### config.mk
export PLATFORM = sky130hd
export DESIGN_NAME = text_comment_stripper
export DESIGN_NICKNAME = d
export VERILOG_FILES = /design/src/design/tcs_pkg.sv /design/src/design/tcs_parser.sv /design/src/design/tcs_out_buf.sv /design/src/design/text_comment_stripper.sv
export SDC_FILE = /design/constraint.sdc
export NUM_CORES = 1
export LEC_CHECK = 0
export BUFFER_PORTS_ARGS = -buffer_cell sky130_fd_sc_hd__buf_2
export CORE_ASPECT_RATIO = 0.5
export CORE_MARGIN = 10
export CORE_UTILIZATION = 35
export DETAILED_ROUTE_END_ITERATION = 6
export HOLD_SLACK_MARGIN = 0.06
export PLACE_DENSITY = 0.52
export SETUP_SLACK_MARGIN = 0.3
export SLEW_MARGIN = 10
export SYNTH_ARGS = -nofsm -noshare
export SYNTH_HDL_FRONTEND = slang
export SYNTH_SLANG_ARGS = --single-unit
### constraint.sdc
create_clock -name clk -period 4.4 [get_ports clk]
set_input_delay 0.88 -clock clk [delete_from_list [all_inputs] [get_ports clk]]
set_output_delay 0.88 -clock clk [all_outputs]
set_load 0.02 [all_outputs]
### src/design/tcs_pkg.sv
`timescale 1ns / 1ps
// Shared types and constants for the text comment stripper.
package tcs_pkg;

  // Fixed widths of the result fields on the output stream and of the line offset
  localparam int LINE_OUT_W = 32;
  localparam int COL_OUT_W  = 24;
  localparam int BYTE_W     = 8;
  localparam int OFFSET_W   = 16;

  // Characters that steer the scanner
  localparam logic [BYTE_W-1:0] CHAR_SLASH = 8'h2F;
  localparam logic [BYTE_W-1:0] CHAR_STAR  = 8'h2A;
  localparam logic [BYTE_W-1:0] CHAR_NL    = 8'h0A;
  localparam logic [BYTE_W-1:0] CHAR_NUL   = 8'h00;

  // Scanner modes
  localparam logic [1:0] MODE_TEXT  = 2'd0;
  localparam logic [1:0] MODE_LINE  = 2'd1;
  localparam logic [1:0] MODE_BLOCK = 2'd2;

  // Result buffer geometry
  localparam int BUF_DEPTH = 3;
  localparam int BUF_CNT_W = 2;

  // One result beat
  typedef struct packed {
    logic [COL_OUT_W-1:0]  column_number;
    logic [LINE_OUT_W-1:0] line_number;
    logic [BYTE_W-1:0]     out_byte;
    logic                  is_end;
    logic                  last_of_run;
  } tcs_result_t;

  // Results handed from the scanner to the buffer in the same cycle
  typedef struct packed {
    logic [1:0]  count;
    tcs_result_t first;
    tcs_result_t second;
  } tcs_push_t;

endpackage

### src/design/tcs_parser.sv
`timescale 1ns / 1ps
// Input register, comment scanner state and line/column counters.
module tcs_parser import tcs_pkg::*; #(
  parameter int LINE_WIDTH   = 32,
  parameter int COLUMN_WIDTH = 24
) (
  input  logic                clk,
  input  logic                rst,
  input  logic                in_valid,
  output logic                in_ready,
  input  logic [BYTE_W-1:0]   in_byte,
  input  logic                in_eos,
  input  logic                cfg_write,
  input  logic [OFFSET_W-1:0] cfg_offset,
  input  logic                room,
  output tcs_push_t           push
);

  logic                    stage_valid;
  logic [BYTE_W-1:0]       stage_byte;
  logic                    stage_eos;

  logic [1:0]              mode;
  logic [1:0]              mode_next;
  logic                    slash;
  logic                    slash_next;
  logic                    star;
  logic                    star_next;
  logic [LINE_WIDTH-1:0]   line_cnt;
  logic [LINE_WIDTH-1:0]   line_cnt_next;
  logic [COLUMN_WIDTH-1:0] col_cnt;
  logic [COLUMN_WIDTH-1:0] col_cnt_next;

  logic                    advance;
  logic                    is_nl;
  logic                    ends;
  logic [1:0]              n_res;
  logic [BYTE_W-1:0]       byte0;
  logic [BYTE_W-1:0]       byte1;
  logic                    end0;
  logic                    end1;
  logic [LINE_OUT_W-1:0]   line_out;
  logic [COL_OUT_W-1:0]    col_out;

  // Move the held beat on whenever the buffer has room for two results
  assign advance  = stage_valid && room;
  assign in_ready = !stage_valid || room;

  // Hold the incoming beat
  always_ff @(posedge clk) begin
    if (rst) begin
      stage_valid <= 1'b0;
    end else if (in_ready) begin
      stage_valid <= in_valid;
    end
  end

  always_ff @(posedge clk) begin
    if (in_ready && in_valid) begin
      stage_byte <= in_byte;
      stage_eos  <= in_eos;
    end
  end

  assign is_nl = (stage_byte == CHAR_NL);
  assign ends  = stage_eos || (stage_byte == CHAR_NUL);

  // Counters: a newline bumps the line and clears the column; both saturate
  always_comb begin
    line_cnt_next = line_cnt;
    col_cnt_next  = col_cnt;
    if (!stage_eos) begin
      if (is_nl) begin
        if (!(&line_cnt)) begin
          line_cnt_next = line_cnt + 1'b1;
        end
        col_cnt_next = '0;
      end else if (!(&col_cnt)) begin
        col_cnt_next = col_cnt + 1'b1;
      end
    end
  end

  // Scanner: decide the mode change and the results of this beat
  always_comb begin
    mode_next  = mode;
    slash_next = slash;
    star_next  = star;
    n_res      = 2'd0;
    byte0      = stage_byte;
    byte1      = stage_byte;
    end0       = 1'b0;
    end1       = 1'b0;
    if (ends) begin
      if (slash && mode == MODE_TEXT) begin
        n_res = 2'd2;
        byte0 = CHAR_SLASH;
        byte1 = CHAR_NUL;
        end1  = 1'b1;
      end else begin
        n_res = 2'd1;
        byte0 = CHAR_NUL;
        end0  = 1'b1;
      end
      mode_next  = MODE_TEXT;
      slash_next = 1'b0;
      star_next  = 1'b0;
    end else begin
      unique case (mode)
        MODE_LINE: begin
          if (is_nl) begin
            mode_next = MODE_TEXT;
            n_res     = 2'd1;
          end
        end
        MODE_BLOCK: begin
          if (star && stage_byte == CHAR_SLASH) begin
            mode_next = MODE_TEXT;
            star_next = 1'b0;
          end else begin
            star_next = (stage_byte == CHAR_STAR);
          end
        end
        MODE_TEXT: begin
          if (slash) begin
            slash_next = 1'b0;
            if (stage_byte == CHAR_SLASH) begin
              mode_next = MODE_LINE;
            end else if (stage_byte == CHAR_STAR) begin
              mode_next = MODE_BLOCK;
              star_next = 1'b0;
            end else begin
              n_res = 2'd2;
              byte0 = CHAR_SLASH;
            end
          end else if (stage_byte == CHAR_SLASH) begin
            slash_next = 1'b1;
          end else begin
            n_res = 2'd1;
          end
        end
        default: begin
          mode_next = MODE_TEXT;
        end
      endcase
    end
  end

  // Results carry the counters after this byte, cut or widened to the field
  assign line_out = LINE_OUT_W'(line_cnt_next);
  assign col_out  = COL_OUT_W'(col_cnt_next);

  always_comb begin
    push.count                = advance ? n_res : 2'd0;
    push.first.out_byte       = byte0;
    push.first.line_number    = line_out;
    push.first.column_number  = col_out;
    push.first.is_end         = end0;
    push.first.last_of_run    = (n_res == 2'd1);
    push.second.out_byte      = byte1;
    push.second.line_number   = line_out;
    push.second.column_number = col_out;
    push.second.is_end        = end1;
    push.second.last_of_run   = 1'b1;
  end

  // Update scanner state; a register write restarts the stream
  always_ff @(posedge clk) begin
    if (rst) begin
      mode     <= MODE_TEXT;
      slash    <= 1'b0;
      star     <= 1'b0;
      line_cnt <= LINE_WIDTH'(1);
      col_cnt  <= '0;
    end else if (cfg_write) begin
      mode     <= MODE_TEXT;
      slash    <= 1'b0;
      star     <= 1'b0;
      line_cnt <= LINE_WIDTH'({1'b0, cfg_offset} + 17'd1);
      col_cnt  <= '0;
    end else if (advance) begin
      mode     <= mode_next;
      slash    <= slash_next;
      star     <= star_next;
      line_cnt <= line_cnt_next;
      col_cnt  <= col_cnt_next;
    end
  end

endmodule

### src/design/tcs_out_buf.sv
`timescale 1ns / 1ps
// Three-entry result buffer: up to two writes and one read per cycle.
module tcs_out_buf import tcs_pkg::*; (
  input  logic        clk,
  input  logic        rst,
  input  tcs_push_t   push,
  output logic        room,
  output logic        out_valid,
  input  logic        out_ready,
  output tcs_result_t out_head
);

  tcs_result_t          entries      [BUF_DEPTH];
  tcs_result_t          entries_next [BUF_DEPTH];
  logic [BUF_CNT_W-1:0] count;
  logic [BUF_CNT_W-1:0] count_next;
  logic [BUF_CNT_W-1:0] base;
  logic                 pop;

  assign out_valid = (count != '0);
  assign out_head  = entries[0];
  assign pop       = out_valid && out_ready;
  assign room      = (count < BUF_CNT_W'(BUF_DEPTH - 1));
  assign base      = count - BUF_CNT_W'(pop);

  // Shift down on a read, then append new results after the survivors
  always_comb begin
    for (int i = 0; i < BUF_DEPTH; i++) begin
      if (pop && i < BUF_DEPTH - 1) begin
        entries_next[i] = entries[i + 1];
      end else begin
        entries_next[i] = entries[i];
      end
      if (push.count != 2'd0 && BUF_CNT_W'(i) == base) begin
        entries_next[i] = push.first;
      end
      if (push.count == 2'd2 && BUF_CNT_W'(i) == base + 1'b1) begin
        entries_next[i] = push.second;
      end
    end
    count_next = base + push.count;
  end

  always_ff @(posedge clk) begin
    if (rst) begin
      count <= '0;
    end else begin
      count <= count_next;
    end
  end

  always_ff @(posedge clk) begin
    for (int i = 0; i < BUF_DEPTH; i++) begin
      entries[i] <= entries_next[i];
    end
  end

endmodule

### src/design/text_comment_stripper.sv
`timescale 1ns / 1ps
// Top level of the text comment stripper.
// Takes one text byte per clock while the buffer has room and passes it on
// with line and block comments removed, each result tagged with the line and
// column after the byte read. An input beat is registered, scanned and its
// results written into a three-entry output buffer. The output port moves one
// result per cycle while the receiver is ready, and that port sets the rate:
// a byte that gives two results (a held slash flushed before plain text or
// before the end marker) needs two output beats. Input is taken whenever the
// input register is empty or the buffer holds at most one result. A register
// write restarts the stream and is always ready.
module text_comment_stripper import tcs_pkg::*; #(
  parameter int LINE_WIDTH   = 32,
  parameter int COLUMN_WIDTH = 24
) (
  input  logic                clk,
  input  logic                rst,
  input  logic                s_axis_tvalid,
  output logic                s_axis_tready,
  input  logic [7:0]          s_axis_tdata,  // [7:0] in_byte
  input  logic                s_axis_tlast,  // end_of_stream
  output logic                m_axis_tvalid,
  input  logic                m_axis_tready,
  output logic [63:0]         m_axis_tdata,  // [7:0] out_byte, [39:8] line_number,
                                             // [63:40] column_number
  output logic                m_axis_tuser,  // is_end
  output logic                m_axis_tlast,  // last_of_run
  input  logic                cfg_valid,
  output logic                cfg_ready,
  input  logic [OFFSET_W-1:0] cfg_data       // first_line_offset
);

  tcs_push_t   push;
  tcs_result_t head;
  logic        room;

  assign cfg_ready = 1'b1;

  tcs_parser #(
    .LINE_WIDTH   (LINE_WIDTH),
    .COLUMN_WIDTH (COLUMN_WIDTH)
  ) u_parser (
    .clk        (clk),
    .rst        (rst),
    .in_valid   (s_axis_tvalid),
    .in_ready   (s_axis_tready),
    .in_byte    (s_axis_tdata),
    .in_eos     (s_axis_tlast),
    .cfg_write  (cfg_valid && cfg_ready),
    .cfg_offset (cfg_data),
    .room       (room),
    .push       (push)
  );

  tcs_out_buf u_out_buf (
    .clk       (clk),
    .rst       (rst),
    .push      (push),
    .room      (room),
    .out_valid (m_axis_tvalid),
    .out_ready (m_axis_tready),
    .out_head  (head)
  );

  // Pack the head result onto the output stream
  assign m_axis_tdata = {head.column_number, head.line_number, head.out_byte};
  assign m_axis_tuser = head.is_end;
  assign m_axis_tlast = head.last_of_run;

endmodule

**After elaboration in Yosys (flattened, before gate mapping)**

Memory sizes are Yosys's and may differ from the RTL's.
Cells that the tools add are included.

- Output and inout port bits: 69
- Register bits: 72
- Input port bits: 30
- Memories: 1
- Bits in writable memories: 198
- Logic and storage cells: 117

- Order comparisons: 1
- $add $sub $neg: 6
- Reductions and logical operators: 29
- Equal/unequal tests: 17
- Muxes and demuxes: 54

Memory list:

| memory | depth | width | read ports | clocked after Yosys merged registers in | write ports | RTL line | source |
|---|---|---|---|---|---|---|---|
| u_out_buf.entries | 3 | 66 | 3 | 0 | 3 | tcs_out_buf.sv:13 | `tcs_result_t entries [BUF_DEPTH];` |

Operator list:

| cell | count |
|---|---|
| 66-bit 2-to-1 mux | 8 |
| 32-bit 2-to-1 mux | 5 |
| 24-bit 2-to-1 mux | 3 |
| 8-bit 2-to-1 mux | 7 |
| 32-bit by 1-bit adder with 32-bit output, second input constant | 1 |
| 32-bit AND reduction | 1 |
| 24-bit by 1-bit adder with 24-bit output, second input constant | 1 |
| 2-bit 2-to-1 mux | 12 |
| 24-bit AND reduction | 1 |
| 16-bit by 1-bit adder with 17-bit output, second input constant | 1 |
| 8-bit by 6-bit equality test with 1-bit output, second input constant | 2 |
| 1-bit 2-to-1 mux | 15 |
| 1-bit logical AND | 11 |
| 5-bit AND reduction | 2 |
| 3-bit by 1-bit != test with 1-bit output, second input constant | 3 |
| 8-bit by 4-bit equality test with 1-bit output, second input constant | 1 |
| 8-bit logical NOT | 1 |
| 2-bit nonzero test | 4 |
| 2-bit logical NOT | 3 |
| 6-bit 2-to-1 mux | 1 |
| 3-bit by 2-bit != test with 1-bit output, second input constant | 2 |
| 2-bit case mux with 3 select lines | 1 |
| 1-bit by 2-bit equality test with 1-bit output, first input constant | 2 |
| 2-bit by 1-bit equality test with 1-bit output, second input constant | 2 |
| 14 further kinds | 17 |

**Depth between registers and ports, before layout**

- Depth after elaboration: 11
- Depth in mapped cells: 13
- Depth with buffers taken out: 10

**By module**

Synthesis repeated with hierarchy kept, for this count alone.

- Cells, all modules: 1639
- Area total of the unflattened synthesis: 16568.4 µm²

By module, submodules not included:

| module | area each (µm²) | seq. area each (µm²) | times used | cells an instance |
|---|---|---|---|---|
| tcs_out_buf | 10556.4 | 5985.7 | 1 | 848 |
| tcs_parser | 6000.8 | 1491.4 | 1 | 789 |
| text_comment_stripper | 11.3 | 0.0 | 1 | 2 |

**Worst setup path after synthesis**

Ideal clock, no wire load.

- Path kind: input -> register
- Start: input port m_axis_tready
- End: memory u_out_buf.entries[0][133] (netlist name) (enable)
- Required time: 3.948 ns
- Path buffers: 1
- Stages on the path: 9
- Setup time: 0.452 ns
- Setup slack: -0.161 ns
- Data arrival time: 4.109 ns
- Cell sequence: nand2_1 inv_1 ha_1 xor2_1 nand2_1 a311o_1 and2_1 inv_1 clkbuf_1

RTL lines:

| what | RTL line | source |
|---|---|---|
| start, declared | text_comment_stripper.sv:23 | `input logic m_axis_tready,` |
| end, declared | tcs_out_buf.sv:13 |  |

==> results.cfg <==
[outcome]
status = finished, final reports clean

[route]
via_count = 9361
vias_per_cell = 5.26
wl_mm = 32.9
drt-initial-drc-count = 647
post-route-drc-count = 0
drtAntennaViolNets = 0
wl_per_cell_um = 18.5
drt_first_pass_iters = 5

[floorplanning]
row_count = 51
core_area_um2 = 39100
die_y_um = 161
start_util = 0.357
ios = 99
fp.dieArea_um2 = 48800
dieWidth_um = 302

[global_route]
grt_overflow = 0
antenna_found_initial = 0
grt_pass1_wl_mm = 52.4
grt_pass1_vias = 9197
grt_max_degree = 84
grt_usage = 0.132

[synthesis]
yosys_most_used_dff = edfxtp_1
netlist_instances = 1216
netlist_area_um2 = 14000
synth_top_area_frac = 0.439
synth_seq_area_share = 0.533
synthTopCellsByArea = edfxtp_1, dfxtp_1, mux2_2
yosysTopAreaCell = edfxtp_1
syn_area_per_cell_um2 = 11.5
syn_nets = 1251
synth_edf_count = 204
ys_types = 67
synth.ff_latch_count = 270
yosysWarnings = 0
async_flop_share = 0

[cts]
clock_tree.root_cell = clkbuf_16
cts_tree = built
ctsHtreeMaxLevel = 1
cts_buffers = 27
clk_latency_ns = 0.56
clk_path_buf_depth = 3
cts.clk_slew.worst_paths_ns = 0.06
postCtsHoldBufs = 0
cts.sinks = 270

[placed_design]
io_buffers = 97
hpwl_mm = 22.7
place_area_um2 = 14600
routabilityCongestion = 0.871

[sta]
setup_viol = 0
layout_worst_path_cycle_share = 0.825
finalHoldViolCount = 0
tns_ns = 0
fmax_ghz = 0.275
period_needed_ns = 3.63
worstMarginPinSlew_ns = 1.02
grt_setup_unrepaired = no
relSlewSlack = 0.320
clock_skew_ns = 0.0264
report.final.slew_viol_count = 0

[worst_setup_path]
slowest_stage = a2111o_1
crit_buf_inv = 1
cp.arrival_ns = 3.91
critPathTopFamily = compound AO/OA/AOI/OAI gates
cp_slowest_stage_delay_ns = 0.56
cp-start-kind = flip-flop
path_cells = nor4_4 > a31oi_4 > a2111o_1 > or3_1 > a21bo_4 > buf_4 > mux2_2
path_class = reg -> reg
critPathMaxFanout = 21
critPathRequiredTime_ns = 4.68
end_kind = flip-flop

[finish]
final_core_util = 0.396
ff_latch_area_um2 = 7450
nNetsFinal = 1266
num_antenna_cells = 0
multi_input_area_um2 = 5670
drive_gt1_frac = 0.241
nFillCells = 3775
layout_commonest_cell = edfxtp_1
final_area_um2 = 15500
area_delta_synth_final_pct = 11.0
layout_common_cells = edfxtp_1, mux2_2, buf_2

[pwr]
p_leak_nw = 5.29
ir_worst_vdd_v = 0.000286
p_per_area_nw_per_um2 = 527
p_total_w = 0.00816

[flow_run]
max_cap_violations = 0

[min_path]
hp-class = in -> reg
## cell type report
type	instances	area share
Clock buffer	38	0.0476
Clock inverter	11	0.0132
Inverter	10	0.00242
Multi-Input combinational cell	800	0.366
Sequential cell	270	0.481
Tap cell	530	0.0428
Timing Repair Buffer	122	0.0475
## cell families after synthesis
group                    after synthesis  synth area share
AND/OR/NAND/NOR                      419             0.162
flip-flops                           270             0.533
AO/OA/AOI/OAI                        168            0.0849
buffers and inverters                146            0.0625
multiplexers                         121            0.0985
XOR/XNOR                              86            0.0539
adder cells (fa/ha/maj)                5           0.00448
other                                  1          0.000269
## layer usage
metal,part of all wire,GRT usage
met1,0.48,0.187
met2,0.45,0.209
met3,0.052,0.0219
met4,0.014,0.0263
met5,0,0
## final timing paths
path / start / to / slack, ns / cells past startpoint
worst max-delay path: u_parser.stage_byte[5] / u_out_buf.entries[0][56] / 0.77 / 7
worst min-delay path: s_axis_tdata[2] / u_parser.stage_byte[2] / 0.50 / 1
worst max register to register: u_parser.stage_byte[5] / u_out_buf.entries[0][56] / 0.77 / 7
worst min register to register: u_parser.col_cnt[23] / u_parser.col_cnt[23] / 0.51 / 2
## flip-flops by register name, indices dropped and copies added, names as in the netlist, 2 cells and up
register,cells
u_parser.line_cnt,32
u_parser.col_cnt,24
u_out_buf.entries,198
u_out_buf.count,2
u_parser.stage_byte,8
u_parser.mode,2
## power by group
group          leakage (nW)  switching [W]  internal [W]
Sequential             2.45       0.000178       0.00355
Combinational          2.39        0.00122      0.000723
Clock                 0.456       0.000978       0.00152
Total                  5.29        0.00237       0.00579
## through the flow
stage,hold WS (ns),instances,setup WS (ns)
after detailed placement,0.491,1732,0.666
after floorplan,0.461,1216,0.778
after global routing,0.479,1781,0.535
after global placement,0.481,1732,0.763
final,0.503,1781,0.769
after CTS,0.472,1781,0.581
## synth_stat cells (8+ instances only)
cell / instances
a21o_1: 17
a21oi_1: 43
a22o_1: 16
a31o_2: 10
a31oi_1: 11
and2_1: 51
and3_1: 15
and4_1: 13
buf_2: 12
buf_4: 70
clkbuf_1: 46
dfxtp_1: 66
edfxtp_1: 204
inv_1: 10
mux2_2: 107
mux2i_1: 8
nand2_1: 59
nand3_1: 45
nand4_1: 36
nor2_1: 85
nor2b_1: 9
nor3_1: 47
nor4_1: 18
o21ai_0: 21
or3_1: 11
xnor2_1: 51
xor2_1: 35
## repair_timing
action                                  in CTS  in global routing
endpoints found under the setup margin       0                 55
setup buffers                                0                  0
gates resized for setup                      0                  1
(Power assumes the default switching activity.)
